File: src/sfcc_pkg.sv
// Shared types, constants and functions for the sensor reply checker and converter.
`default_nettype none

package sfcc_pkg;

  localparam int unsigned REPLY_LEN = 6;
  localparam logic [7:0] CRC_INIT = 8'hFF;
  localparam logic [7:0] CRC_POLY = 8'h31;

  localparam int unsigned TEMP_SPAN   = 1750;
  localparam int unsigned TEMP_OFFSET = 450;
  localparam int unsigned HUM_SPAN    = 125;
  localparam int unsigned HUM_OFFSET  = 6;
  localparam int unsigned HUM_MAX     = 100;
  localparam int unsigned RAW_FULL    = 65535;
  localparam int unsigned ROUND_BIAS  = RAW_FULL / 2;

  // Widths of the scaled sums: TEMP_SPAN*RAW_FULL+ROUND_BIAS fits in 27 bits.
  localparam int unsigned SCALED_W = 27;
  localparam int unsigned QUOT_W   = SCALED_W - 16;

  typedef enum logic [1:0] {
    ERR_NONE     = 2'd0,
    ERR_TEMP_CRC = 2'd1,
    ERR_HUM_CRC  = 2'd2,
    ERR_BUS      = 2'd3
  } err_code_t;

  typedef struct packed {
    logic [7:0] rx_byte;
    logic       frame_start;
    logic       bus_error;
  } in_item_t;

  typedef struct packed {
    logic              reading_valid;
    logic signed [11:0] temperature_tenths;
    logic [6:0]        humidity_percent;
    logic [1:0]        error_code;
  } out_item_t;

  // One finished reply (or a bus error) handed from the front to the back.
  typedef struct packed {
    logic [1:0]  code;
    logic [15:0] raw_temp;
    logic [15:0] raw_hum;
  } job_t;

  function automatic logic [7:0] crc8_byte(input logic [7:0] crc, input logic [7:0] b);
    logic [7:0] c;
    c = crc ^ b;
    for (int i = 0; i < 8; i++) begin
      if (c[7]) begin
        c = {c[6:0], 1'b0} ^ CRC_POLY;
      end else begin
        c = {c[6:0], 1'b0};
      end
    end
    return c;
  endfunction

  // floor(y / 65535): the estimate y>>16 is low by at most one.
  function automatic logic [QUOT_W-1:0] div_full(input logic [SCALED_W-1:0] y);
    logic [QUOT_W-1:0] q0;
    logic [16:0]       rem;
    q0  = y[SCALED_W-1:16];
    rem = {1'b0, y[15:0]} + 17'(q0);
    return (rem >= 17'(RAW_FULL)) ? q0 + QUOT_W'(1) : q0;
  endfunction

endpackage

`default_nettype wire

File: src/sensor_frame_crc_convert_top.sv
// A reply end or bus error gives a result through the queue, stage-1 and output registers.
// Throughput: one request per cycle while the queue has room; the front checks one byte per
// cycle, the back converts one reply per cycle, and a two-entry queue absorbs output stalls.
// Requests that do not end a reply produce no result.
// Reset (rst_n low, synchronous) clears the byte position, restarts the CRC at 0xFF
// and empties the queue and pipeline; no clearing pass is needed.
`default_nettype none

module sensor_frame_crc_convert_top (
  input  wire logic                clk,
  input  wire logic                rst_n,
  input  wire logic                in_valid,
  output logic                     in_ready,
  input  wire sfcc_pkg::in_item_t  in_data,
  output logic                     out_valid,
  input  wire logic                out_ready,
  output sfcc_pkg::out_item_t      out_data
);

  logic           push_valid, push_ready;
  sfcc_pkg::job_t push_job;
  logic           pop_valid, pop_ready;
  sfcc_pkg::job_t pop_job;

  sfcc_front u_front (
    .clk        (clk),
    .rst_n      (rst_n),
    .in_valid   (in_valid),
    .in_ready   (in_ready),
    .in_data    (in_data),
    .push_valid (push_valid),
    .push_ready (push_ready),
    .push_job   (push_job)
  );

  sfcc_queue u_queue (
    .clk        (clk),
    .rst_n      (rst_n),
    .push_valid (push_valid),
    .push_ready (push_ready),
    .push_job   (push_job),
    .pop_valid  (pop_valid),
    .pop_ready  (pop_ready),
    .pop_job    (pop_job)
  );

  sfcc_back u_back (
    .clk       (clk),
    .rst_n     (rst_n),
    .pop_valid (pop_valid),
    .pop_ready (pop_ready),
    .pop_job   (pop_job),
    .out_valid (out_valid),
    .out_ready (out_ready),
    .out_data  (out_data)
  );

endmodule

`default_nettype wire

File: src/sfcc_front.sv
// Front end: byte position tracking, CRC checking and reply assembly.
`default_nettype none

module sfcc_front (
  input  wire logic              clk,
  input  wire logic              rst_n,
  input  wire logic              in_valid,
  output logic                   in_ready,
  input  wire sfcc_pkg::in_item_t in_data,
  output logic                   push_valid,
  input  wire logic              push_ready,
  output sfcc_pkg::job_t         push_job
);

  logic [2:0]  pos_r, pos_nxt;
  logic [7:0]  crc_r, crc_nxt;
  logic [15:0] raw_t_r, raw_t_nxt;
  logic [15:0] raw_h_r, raw_h_nxt;
  logic        tok_r, tok_nxt;

  logic [2:0] pos_eff;
  logic [7:0] crc_base;
  logic [7:0] crc_upd;
  logic       accept;

  assign in_ready = push_ready;
  assign accept   = in_valid && in_ready;

  always_comb begin
    pos_eff  = (in_data.frame_start || pos_r >= 3'(sfcc_pkg::REPLY_LEN)) ? 3'd0 : pos_r;
    crc_base = in_data.frame_start ? sfcc_pkg::CRC_INIT : crc_r;
    crc_upd  = sfcc_pkg::crc8_byte(crc_base, in_data.rx_byte);

    pos_nxt    = pos_r;
    crc_nxt    = crc_r;
    raw_t_nxt  = raw_t_r;
    raw_h_nxt  = raw_h_r;
    tok_nxt    = tok_r;
    push_valid = 1'b0;
    push_job.code     = sfcc_pkg::ERR_BUS;
    push_job.raw_temp = raw_t_r;
    push_job.raw_hum  = raw_h_r;

    if (accept) begin
      if (in_data.bus_error) begin
        pos_nxt    = 3'd0;
        crc_nxt    = sfcc_pkg::CRC_INIT;
        push_valid = 1'b1;
      end else begin
        case (pos_eff)
          3'd0: begin
            raw_t_nxt = {in_data.rx_byte, 8'h00};
            crc_nxt   = crc_upd;
            pos_nxt   = 3'd1;
          end
          3'd1: begin
            raw_t_nxt = {raw_t_r[15:8], in_data.rx_byte};
            crc_nxt   = crc_upd;
            pos_nxt   = 3'd2;
          end
          3'd2: begin
            tok_nxt = (crc_base == in_data.rx_byte);
            crc_nxt = sfcc_pkg::CRC_INIT;
            pos_nxt = 3'd3;
          end
          3'd3: begin
            raw_h_nxt = {in_data.rx_byte, 8'h00};
            crc_nxt   = crc_upd;
            pos_nxt   = 3'd4;
          end
          3'd4: begin
            raw_h_nxt = {raw_h_r[15:8], in_data.rx_byte};
            crc_nxt   = crc_upd;
            pos_nxt   = 3'd5;
          end
          default: begin
            // Last byte: the humidity checksum closes the reply.
            crc_nxt    = sfcc_pkg::CRC_INIT;
            pos_nxt    = 3'd0;
            push_valid = 1'b1;
            if (!tok_r) begin
              push_job.code = sfcc_pkg::ERR_TEMP_CRC;
            end else if (crc_base != in_data.rx_byte) begin
              push_job.code = sfcc_pkg::ERR_HUM_CRC;
            end else begin
              push_job.code = sfcc_pkg::ERR_NONE;
            end
          end
        endcase
      end
    end
  end

  always_ff @(posedge clk) begin
    if (!rst_n) begin
      pos_r   <= 3'd0;
      crc_r   <= sfcc_pkg::CRC_INIT;
      raw_t_r <= 16'd0;
      raw_h_r <= 16'd0;
      tok_r   <= 1'b0;
    end else begin
      pos_r   <= pos_nxt;
      crc_r   <= crc_nxt;
      raw_t_r <= raw_t_nxt;
      raw_h_r <= raw_h_nxt;
      tok_r   <= tok_nxt;
    end
  end

endmodule

`default_nettype wire

File: src/sfcc_queue.sv
// Two-entry queue of finished replies between the front and the back.
`default_nettype none

module sfcc_queue (
  input  wire logic            clk,
  input  wire logic            rst_n,
  input  wire logic            push_valid,
  output logic                 push_ready,
  input  wire sfcc_pkg::job_t  push_job,
  output logic                 pop_valid,
  input  wire logic            pop_ready,
  output sfcc_pkg::job_t       pop_job
);

  sfcc_pkg::job_t entry_r [2];
  logic       wr_ptr_r, wr_ptr_nxt;
  logic       rd_ptr_r, rd_ptr_nxt;
  logic [1:0] count_r, count_nxt;
  logic       do_push, do_pop;

  assign push_ready = (count_r != 2'd2);
  assign pop_valid  = (count_r != 2'd0);
  assign pop_job    = entry_r[rd_ptr_r];
  assign do_push    = push_valid && push_ready;
  assign do_pop     = pop_valid && pop_ready;

  always_comb begin
    wr_ptr_nxt = do_push ? !wr_ptr_r : wr_ptr_r;
    rd_ptr_nxt = do_pop ? !rd_ptr_r : rd_ptr_r;
    count_nxt  = count_r + 2'(do_push) - 2'(do_pop);
  end

  always_ff @(posedge clk) begin
    if (!rst_n) begin
      wr_ptr_r <= 1'b0;
      rd_ptr_r <= 1'b0;
      count_r  <= 2'd0;
    end else begin
      wr_ptr_r <= wr_ptr_nxt;
      rd_ptr_r <= rd_ptr_nxt;
      count_r  <= count_nxt;
    end
  end

  always_ff @(posedge clk) begin
    if (do_push) begin
      entry_r[wr_ptr_r] <= push_job;
    end
  end

endmodule

`default_nettype wire

File: src/sfcc_back.sv
// Back end: scales the raw words and forms the result in a two-stage pipeline.
`default_nettype none

module sfcc_back (
  input  wire logic           clk,
  input  wire logic           rst_n,
  input  wire logic           pop_valid,
  output logic                pop_ready,
  input  wire sfcc_pkg::job_t pop_job,
  output logic                out_valid,
  input  wire logic           out_ready,
  output sfcc_pkg::out_item_t out_data
);

  localparam int unsigned SW = sfcc_pkg::SCALED_W;
  localparam int unsigned QW = sfcc_pkg::QUOT_W;

  logic          s1_valid_r, s1_valid_nxt;
  logic [1:0]    s1_code_r;
  logic [SW-1:0] s1_t_r;
  logic [SW-1:0] s1_h_r;

  logic                out_valid_r, out_valid_nxt;
  sfcc_pkg::out_item_t out_data_r;
  sfcc_pkg::out_item_t result;

  logic          out_free;
  logic [QW-1:0] t_q;
  logic [QW-1:0] h_q;
  logic [6:0]    h_round;

  assign out_free  = !out_valid_r || out_ready;
  assign pop_ready = !s1_valid_r || out_free;
  assign out_valid = out_valid_r;
  assign out_data  = out_data_r;

  // Stage 1: constant multiply plus the half-divisor bias for rounding.
  always_ff @(posedge clk) begin
    if (pop_valid && pop_ready) begin
      s1_code_r <= pop_job.code;
      s1_t_r    <= SW'(pop_job.raw_temp) * SW'(sfcc_pkg::TEMP_SPAN) + SW'(sfcc_pkg::ROUND_BIAS);
      s1_h_r    <= SW'(pop_job.raw_hum) * SW'(sfcc_pkg::HUM_SPAN) + SW'(sfcc_pkg::ROUND_BIAS);
    end
  end

  // Stage 2: divide by full scale, offset, clamp the humidity; failed replies carry zeros.
  always_comb begin
    t_q     = sfcc_pkg::div_full(s1_t_r);
    h_q     = sfcc_pkg::div_full(s1_h_r);
    h_round = h_q[6:0];
    result.reading_valid      = 1'b0;
    result.temperature_tenths = 12'sd0;
    result.humidity_percent   = 7'd0;
    result.error_code         = s1_code_r;
    if (s1_code_r == sfcc_pkg::ERR_NONE) begin
      result.reading_valid      = 1'b1;
      result.temperature_tenths = $signed(12'(t_q) - 12'(sfcc_pkg::TEMP_OFFSET));
      if (h_round < 7'(sfcc_pkg::HUM_OFFSET)) begin
        result.humidity_percent = 7'd0;
      end else if (h_round - 7'(sfcc_pkg::HUM_OFFSET) > 7'(sfcc_pkg::HUM_MAX)) begin
        result.humidity_percent = 7'(sfcc_pkg::HUM_MAX);
      end else begin
        result.humidity_percent = h_round - 7'(sfcc_pkg::HUM_OFFSET);
      end
    end
  end

  always_comb begin
    s1_valid_nxt  = pop_ready ? pop_valid : s1_valid_r;
    out_valid_nxt = out_free ? s1_valid_r : out_valid_r;
  end

  always_ff @(posedge clk) begin
    if (!rst_n) begin
      s1_valid_r  <= 1'b0;
      out_valid_r <= 1'b0;
    end else begin
      s1_valid_r  <= s1_valid_nxt;
      out_valid_r <= out_valid_nxt;
    end
  end

  always_ff @(posedge clk) begin
    if (s1_valid_r && out_free) begin
      out_data_r <= result;
    end
  end

endmodule

`default_nettype wire

File: config.mk
export PLATFORM = sky130hd
export DESIGN_NAME = sensor_frame_crc_convert_top
export DESIGN_NICKNAME = d
export VERILOG_FILES = /design/src/sfcc_pkg.sv /design/src/sensor_frame_crc_convert_top.sv /design/src/sfcc_front.sv /design/src/sfcc_queue.sv /design/src/sfcc_back.sv
export SDC_FILE = /design/constraint.sdc
export NUM_CORES = 1
export LEC_CHECK = 0
export ABC_AREA = 1
export BUFFER_PORTS_ARGS = -buffer_cell sky130_fd_sc_hd__buf_4
export CORE_UTILIZATION = 60
export CTS_CLUSTER_SIZE = 12
export DETAILED_ROUTE_END_ITERATION = 8
export PLACE_DENSITY = 0.77
export SYNTH_ARGS = -nofsm -noshare
export SYNTH_HDL_FRONTEND = slang
export SYNTH_SLANG_ARGS = --single-unit
File: constraint.sdc
create_clock -name clk -period 15.95 [get_ports clk]
set_input_delay 1.595 -clock clk [delete_from_list [all_inputs] [get_ports clk]]
set_output_delay 1.595 -clock clk [all_outputs]
set_load 0.05 [all_outputs]
### After elaboration in Yosys (flattened, before gate mapping)

Memory sizes are Yosys's and may differ from the RTL's. A register that Yosys moved wholly into a read port is not among the register bits.
Index checks and enable logic that the tools add are counted.

| operators by class | value |
|---|---|
| shift-type cells | 0 |
| mux-type cells | 33 |
| $lt $le $gt $ge | 5 |
| bitwise logic cells | 13 |
| multiply operators | 2 |
| div/mod/pow operators | 0 |
| $add $sub $neg | 10 |
| reduce and logical (&&, ||, !) cells | 25 |
| equal/unequal tests | 7 |

Operators with widths:

| operator | number |
|---|---|
| 16-bit one-hot mux with 2 select lines | 2 |
| 6-bit two-way mux | 8 |
| 17-bit by 16-bit greater-or-equal comparator with 1-bit output (second input constant) | 2 |
| 27-bit by 15-bit adder with 27-bit output (second input constant) | 1 |
| 16-bit by 10-bit multiplier with 26-bit output (second input constant) | 1 |
| 23-bit by 15-bit adder with 24-bit output (second input constant) | 1 |
| 8-bit two-way mux | 3 |
| 3-bit NOT | 8 |
| 16-bit by 7-bit multiplier with 23-bit output (second input constant) | 1 |
| 7-bit two-way mux | 3 |
| 20-bit two-way mux | 1 |
| 16-bit by 11-bit adder with 17-bit output | 1 |
| 16-bit by 8-bit adder with 17-bit output | 1 |
| 3-bit one-hot mux with 5 select lines | 1 |
| 11-bit by 9-bit subtractor with 12-bit output (second input constant) | 1 |
| 11-bit by 1-bit adder with 11-bit output (second input constant) | 1 |
| 11-bit two-way mux | 1 |
| 2-bit two-way mux | 5 |
| 3-bit AND reduction | 3 |
| 8-bit equality test | 1 |
| 8-bit != test | 1 |
| 4-bit AND reduction | 2 |
| 8-bit bitwise XOR | 1 |
| 7-bit by 1-bit adder with 7-bit output (second input constant) | 1 |
| other kinds (23) | 44 |

| word-level totals | value |
|---|---|
| bits in latches | 0 |
| flip-flop bits (word level) | 125 |
| RAM bits | 68 |
| ROM bits | 0 |
| logic and storage cells | 116 |
| output and inout port bits | 24 |
| memories | 1 |

Memories:

| memory | words | bits a word | read ports | clocked after Yosys merged registers in | write ports | line | source |
|---|---|---|---|---|---|---|---|
| u_queue.entry_r | 2 | 34 | 1 | 1 | 1 | sfcc_queue.sv:15 | `sfcc_pkg::job_t entry_r [2];` |

### Logic depth before layout (Yosys ltp)

Gate-level depths: netlist (run 1).

| depth | value |
|---|---|
| depth in word-level cells | 20 |
| mapped depth | 37 |

### Modules after synthesis

Synthesis (run 1) repeated with hierarchy kept, for this count alone.

| unflattened totals | value |
|---|---|
| cells, all modules | 1926 |
| area, all modules | 17215.3 µm² |

By module, submodules not included:

| module | seq. area each (µm²) | cells each | area each (µm²) | instances |
|---|---|---|---|---|
| sfcc_back | 2262.2 | 1471 | 12184.2 | 1 |
| sfcc_queue | 2142.1 | 142 | 2844.0 | 1 |
| sfcc_front | 880.8 | 313 | 2187.1 | 1 |

### Worst setup path before layout (run 1)

OpenSTA, ideal clock, no wires.

| path | value |
|---|---|
| path type | reg-to-reg |
| start point | register with a tool-made name |
| end point | register u_back.s1_t_r[26] (data pin) |
| arrival time | 6.008 ns |
| path slack | 9.689 ns |
| cell stages (with the launch flop) | 28 |
| buffers on the path | 3 |
| period minus slack after synthesis | 6.261 ns |
| path through | dfxtp_1 clkbuf_1 clkbuf_1 clkbuf_1 nand2_1 o21ai_0 inv_1 ha_1 inv_1 fa_1 inv_1 fa_1 fa_1 inv_1 fa_1 inv_1 ha_1 nand2_1 nor4_1 nand4_1 nand3_1 xor2_1 nand2_1 nor3_1 nand2_1 o21bai_1 nand3b_1 nand2_1 |

RTL lines:

| item | line | source |
|---|---|---|
| to (signal assigned) | sfcc_back.sv:41 | `s1_t_r <= SW'(pop_job.raw_temp) * SW'(sfcc_pkg::TEMP_SPAN) + SW'(sfcc_pkg::ROUND_BIAS);` |
| to (decl) | sfcc_back.sv:20 | `logic [SW-1:0] s1_t_r;` |

==> results of run 1 <==
-- layer usage --
layer | vias to the layer above | global-route usage [%] | routed length (µm)
met5 | - | 0 | 0
met4 | 0 | 8.018 | 782
met3 | 60 | 3.545 | 1438
met2 | 290 | 44.76 | 16440
met1 | 5834 | 33.34 | 15760
li1 | 6178 | - | -
-- worst max-delay path, stage by stage, from the launching register on --
cell,delay [ps]
dfxtp_2,980
nand2_1,90
o21ai_0,280
inv_1,270
ha_1,300
xnor2_1,260
inv_1,140
ha_1,320
fa_1,510
fa_1,540
inv_1,50
fa_1,510
inv_1,50
ha_1,340
a21oi_1,300
inv_1,80
a31oi_1,240
nand2_1,90
nand2_1,70
nand3_1,110
xor2_1,360
nand2_1,120
nor3_1,280
nand2_1,70
o21bai_1,180
nand3b_1,90
nand2_1,50
-- metrics by stage --
step | hold slack [ps] | instance area (µm²) | instances
detailed placement | 436.4 | 17150 | 2232
global route | 470.6 | 17800 | 2264
CTS | 453.3 | 17800 | 2264
global placement | 425.1 | 17150 | 2232
floorplan | 419.2 | 16460 | 1863
finish | 452.9 | 17800 | 2264
-- path summary, 6_finish.rpt --
| kind | end | slack, ps | cells after the start |
|---|---|---|---|
| max reg2reg | u_back.s1_t_r[26]$_DFFE_PP_ | 9010 | 26 |
| min | u_back.out_data[0]$_DFFE_PP_ | 450 | 0 |
| min reg2reg | u_back.out_data[0]$_DFFE_PP_ | 450 | 0 |
| max | u_back.s1_t_r[26]$_DFFE_PP_ | 9010 | 26 |
-- final cells by class --
class                      count  area [µm²]  area share, %
multi-input combinational   1320        9856          55.36
sequential                   193        5286          29.69
inverter                     336        1261          7.084
tap                          341       426.7          2.397
clock buffer                  17       425.4          2.389
timing repair buffer          42       315.3          1.771
clock inverter                15       232.7          1.307
-- kinds of logic (layout without fill, tap and decap cells) --
kind of cell | Yosys count | count (layout) | synth area share, %
xor gates and xnor gates | 107 | 107 | 5.785
DFF | 193 | 193 | 32.11
buffers and inverters | 350 | 410 | 8.058
and+or+nand+nor | 671 | 671 | 17.99
adders and majority gates | 293 | 293 | 27.34
muxes | 10 | 10 | 0.6842
AOI/OAI and AO/OA | 239 | 239 | 8.036
-- registers in the layout, indices dropped and copies added (netlist names), 3 cells and up, named ones only --
register / flops
u_queue.entry_r: 68
u_front.raw_h_r: 16
u_back.s1_t_r: 26
u_back.out_data: 22
u_front.raw_t_r: 16
u_back.s1_h_r: 24
u_front.pos_r: 3
u_front.crc_r: 8
-- synth_stat cells (2+ instances only) --
cell type	n
inv_1	332
nand4_1	18
ha_1	182
and2_1	2
nor4_1	6
a21boi_1	3
nand2_4	4
nor2_4	3
o21a_1	3
o22ai_1	5
xnor2_1	36
nor2_2	5
a21oi_2	5
fa_1	111
nand2_1	342
mux2_2	10
or2_2	5
nand3b_1	14
nor3_1	23
xor2_1	69
o21ai_1	4
nand3_1	100
a21o_1	12
clkbuf_1	12
nand2_2	15
nor2_1	125
or2_1	2
o21bai_1	4
a31oi_1	4
o21ai_0	82
dfxtp_1	51
clkinv_1	3
o21ai_2	3
a21oi_1	106
edfxtp_1	142
==> impl_summary.log, run 1 <==
[metrics] final number of setup-violating endpoints: 0
[metrics] Routability Congestion: 0.9419
[metrics] largest net degree at the start of global routing: 59
[metrics] Layout fillers: 2,189
[metrics] flip-flop and latch count after synthesis: 193
[metrics] Top FF cell, synth: edfxtp_1
[metrics] number of instances in the synthesized netlist: 1,863
[metrics] Final Skew: 15.53 ps
[metrics] cell type with the highest aggregate area in the netlist: edfxtp_1
[metrics] Area Overhead vs Synth: 8.172%
[metrics] clock insertion delay at the later pin of the skew report: 450 ps
[metrics] detailed-routing iteration count for the pre-antenna-repair pass: 5
[metrics] CTS buffer count: 17
[metrics] Clock H-tree levels: 4
[metrics] worst hold start: u_back.s1_code_r[0]$_DFFE_PP_
[metrics] WP data arrival: 7160 ps
[metrics] relative slew slack: 25.11%
[metrics] fraction of final layout cells with drive strength greater than 1: 7.228%
[metrics] total via count in the routed design: 12,360
[metrics] setup TNS: 0 ps
[metrics] final HPWL from detailed placement: 27,170 µm
[metrics] setup repair after global routing missed its margin: no
[metrics] number of global-route vias before repair: 12,290
[metrics] crit end category: flip-flop
[metrics] area share of the leading cell type in the synthesized netlist: 25.91%
[metrics] worst hold-check path type: reg2reg
[metrics] category of the critical setup timing path: reg2reg
[metrics] remaining routing DRC violations: 0
[metrics] area of the core region: 0.02695 mm²
[metrics] Post-layout nets: 2,217
[metrics] global-route wire length before repair: 58,070 µm
[metrics] antenna violations before repair: 0
[metrics] count of different cell masters after synthesis: 55
[metrics] Hold Vio Cnt, Final: 0
[metrics] TritonCTS clock tree: yes
[metrics] max-slew violation total from the final report: 0
[metrics] Tmin final: 6944 ps
[metrics] via density per instance: 5.460
[metrics] post-cts hold buffer count: 0
[metrics] clock edge transition at the registers on the reported setup and hold paths: 90 ps
[metrics] sequential-to-total area share from yosys stat: 32.11%
[metrics] antenna-violating nets left: 0
[metrics] DIE AREA: 0.02810 mm²
[metrics] PostCTS Resize Cnt: 0
[metrics] Maximum Capacitance Violations: 0
[metrics] wire length after detailed routing: 34,420 µm
[metrics] slew at the pin closest to its max-slew limit: 1112 ps
[metrics] mean post-synth cell area: 8.834 µm²
[metrics] Synth async-reset ratio: 0%
[metrics] post-route setup slack: 9006 ps
[metrics] final worst path period share: 43.54%
[metrics] Clock Sinks: 193
[metrics] nets in the synthesized netlist: 2,170
[metrics] startpoint type of the worst setup path: flip-flop
[metrics] Syn. warnings: 0
[metrics] Crit Path Max Fanout: 58
[metrics] buffer count from post-CTS setup fixing: 0
[metrics] most common cell after layout, fill and taps aside: nand2_1
[metrics] Finished Core Util: 66.06%
[metrics] Max Freq: 144.0 MHz
[metrics] Die Y-Extent: 167.6 µm
[metrics] Cell Rows: 60
[metrics] # IOs: 38
[metrics] effective utilization at floorplan: 61.07%
[metrics] most frequent cells in the layout: 342 x nand2_1, 331 x inv_1, 182 x ha_1
[metrics] Ant. Diodes: 0
[metrics] aggregate global routing overflow: 0
[metrics] run status: completed
[metrics] Required @ worst endpoint: 16,160 ps
[metrics] number of DRC markers in iteration 0: 927
[metrics] WL/cell: 15.20 µm
[metrics] Longest Clk Path Bufs: 2
[metrics] number of synthesized flops with an enable pin: 142
[metrics] Place WS: 9068 ps
[metrics] Port-buffer cells: 37
[metrics] all-layer global routing usage: 25.77%
[metrics] summed instance area of the synthesized netlist: 0.01646 mm²
[metrics] overall die width: 167.6 µm
[metrics] CTS root buffer: clkbuf_16
[metrics] cell types occupying the most area after synthesis: edfxtp_1 26%, ha_1 14%, fa_1 14%
Power of run 1 is left out: the tool's default activity adds up to more than one toggle a clock period on the data nets, which glitch-free logic cannot reach.
==> run 2: changes to the inputs <==
ABC_AREA = 0   (was 1)
CORE_UTILIZATION = 59   (was 60)
PLACE_DENSITY = 0.79   (was 0.77)
clock period = 5.85 ns   (was 15.95 ns; I/O delays follow)
==> impl_summary.log, run 2 <==
[metrics] run status: complete, but fails checks
[metrics] violated checks: setup timing
[metrics] Clock Sinks: 193
[metrics] Post-layout nets: 2,108
[metrics] final number of setup-violating endpoints: 11
[metrics] Required @ worst endpoint: 6040 ps
[metrics] sequential-to-total area share from yosys stat: 31.82%
[metrics] area of the core region: 0.02771 mm²
[metrics] nets in the synthesized netlist: 1,933
[metrics] category of the critical setup timing path: reg2reg
[metrics] Port-buffer cells: 37
[metrics] worst hold-check path type: reg2reg
[metrics] DIE AREA: 0.02883 mm²
[metrics] most frequent cells in the layout: 188 x inv_1, 185 x buf_4, 151 x ha_1
[metrics] post-route setup slack: -711.7 ps
[metrics] Top FF cell, synth: edfxtp_1
[metrics] Clock H-tree levels: 4
[metrics] number of instances in the synthesized netlist: 1,626
[metrics] detailed-routing iteration count for the pre-antenna-repair pass: 5
[metrics] # IOs: 38
[metrics] post-cts hold buffer count: 0
[metrics] final worst path period share: 112.2%
[metrics] Syn. warnings: 0
[metrics] clock insertion delay at the later pin of the skew report: 450 ps
[metrics] Maximum Capacitance Violations: 0
[metrics] crit end category: flip-flop
[metrics] setup repair after global routing missed its margin: yes
[metrics] WP data arrival: 6750 ps
[metrics] Hold Vio Cnt, Final: 0
[metrics] Finished Core Util: 72.44%
[metrics] cell at the slowest stage of the critical path: fa_1
[metrics] cell types occupying the most area after synthesis: edfxtp_1 26%, ha_1 14%, fa_1 13%
[metrics] number of global-route vias before repair: 12,420
[metrics] startpoint type of the worst setup path: flip-flop
[metrics] CTS root buffer: clkbuf_16
[metrics] final HPWL from detailed placement: 26,680 µm
[metrics] area share of the leading cell type in the synthesized netlist: 25.67%
[metrics] maximum single-stage delay on the critical path: 510 ps
[metrics] cell type with the highest aggregate area in the netlist: edfxtp_1
[metrics] max FFs per register: 68
[metrics] antenna violations before repair: 0
[metrics] number of DRC markers in iteration 0: 884
[metrics] count of different cell masters after synthesis: 92
[metrics] WL/cell: 17.77 µm
[metrics] slew at the pin closest to its max-slew limit: 1254 ps
[metrics] overall die width: 169.8 µm
[metrics] Routability Congestion: 0.9179
[metrics] Cell Rows: 61
[metrics] flip-flop and latch count after synthesis: 193
[metrics] remaining routing DRC violations: 0
[metrics] all-layer global routing usage: 25.87%
[metrics] most common cell type on the critical path: fa_1
[metrics] Final Skew: 16.46 ps
[metrics] max-slew violation total from the final report: 0
[metrics] aggregate global routing overflow: 0
[metrics] Tmin final: 6562 ps
[metrics] total via count in the routed design: 12,680
[metrics] registers with the most flip-flops: u_queue.entry_r x68, u_back.s1_t_r x26, u_back.s1_h_r x24
[metrics] Die Y-Extent: 169.8 µm
[metrics] most common cell after layout, fill and taps aside: inv_1
[metrics] summed instance area of the synthesized netlist: 0.01661 mm²
[metrics] top-count cell post-synth: inv_1
[metrics] Synth async-reset ratio: 0%
[metrics] antenna-violating nets left: 0
[metrics] top cells by instance count after synthesis: 210 x inv_1, 182 x ha_1, 142 x edfxtp_1, 111 x fa_1, 102 x nor2_1
[metrics] largest net degree at the start of global routing: 55
[metrics] global-route wire length before repair: 59,580 µm
[metrics] fraction of final layout cells with drive strength greater than 1: 21.66%
[metrics] wire length after detailed routing: 38,940 µm
[metrics] register name with the most flops: u_queue.entry_r
[metrics] mean post-synth cell area: 10.22 µm²
[metrics] TritonCTS clock tree: yes
[metrics] CTS buffer count: 17
[metrics] Longest Clk Path Bufs: 2
[metrics] Max Freq: 152.4 MHz
[metrics] number of synthesized flops with an enable pin: 142
[metrics] Ant. Diodes: 0
[metrics] effective utilization at floorplan: 59.95%
[metrics] via density per instance: 5.784
[metrics] Crit Path Max Fanout: 3
[metrics] relative slew slack: 16.05%
[metrics] clock edge transition at the registers on the reported setup and hold paths: 80 ps
[metrics] Area Overhead vs Synth: 20.84%
-- run 2: cell types whose count changed in the layout (fill, tap and decap cells not counted), moves of 27 or more --
cell	previous run	this run
a21boi_0	0	30
a21oi_1	105	58
buf_4	42	185
ha_1	182	151
inv_1	331	188
nand2_1	342	90
nand3_1	100	55
o21ai_0	82	45
xnor2_1	36	77
xor2_1	69	42
-- run 2: metal layers --
layer	routed length, µm	GRT usage, %	up-vias
li1	-	-	6056
met1	16450	33.48	6116
met2	19740	45.37	406
met3	1656	2.962	100
met4	1093	7.912	0
met5	0	0	-
-- run 2: per-stage QoR --
stage / worst slack (ps) / instances / instance area [µm²] / setup TNS (ps) / hold WS [ps]
after floorplan: -710.0 / 1626 / 16890 / -1220 / 417.4
after global placement: -484.5 / 2125 / 18360 / -829.7 / 423.5
after detailed placement: -699.4 / 2125 / 18360 / -2221 / 422.8
after CTS: -581.7 / 2178 / 19540 / -1936 / 440.9
after global routing: -902.9 / 2192 / 20070 / -4632 / 469.3
final: -711.7 / 2192 / 20070 / -2210 / 441.2
-- run 2: kinds of logic after synthesis --
logic type               after synthesis  synth area share (%)
AO/OA/AOI/OAI                        303                 13.18
AND/OR/NAND/NOR                      406                 12.05
XOR/XNOR                             129                 7.006
flip-flops                           193                 31.82
multiplexers                          49                 3.073
buffers and inverters                253                 5.785
adder cells (fa/ha/maj)              293                 27.09
-- run 2: worst paths after layout --
path	from	end	slack [ps]	cells past startpoint
hold / removal	u_back.s1_code_r[0]$_DFFE_PP_	u_back.out_data[0]$_DFFE_PP_	440	0
setup reg to reg	flip-flop	u_back.s1_t_r[26]$_DFFE_PP_	-710	28
hold reg to reg	u_back.s1_code_r[0]$_DFFE_PP_	u_back.out_data[0]$_DFFE_PP_	440	0
setup / recovery	flip-flop	u_back.s1_t_r[26]$_DFFE_PP_	-710	28
-- run 2: timing repair --
item                       in CTS  in global routing
buffers inserted               21                 21
cloned                          1                  1
gates resized for setup        61                 75
pin swaps                      37                 31
setup endpoints to repair      12                 21
-- run 2: layout make-up --
class / count / area, µm²
fillers: 1807 / 7635
clock buffers: 19 / 464.2
repair buffers: 199 / 1633
flip-flops and latches: 193 / 5289
inverters: 210 / 790.8
clock inverters: 13 / 175.2
multi-input cells: 1180 / 11250
well taps: 378 / 473.0
-- run 2: worst max-delay path, delay by kind of cell, from the launching register on --
| kind | cells | cell delay [ps] |
|---|---|---|
| compound gates | 4 | 560 |
| xor+xnor | 2 | 340 |
| fa+ha+maj | 6 | 2510 |
| buf+inv | 10 | 960 |
| flops | 1 | 390 |
| mux | 1 | 250 |
| simple gates | 5 | 1300 |
Power of run 2 is left out for the same reason.
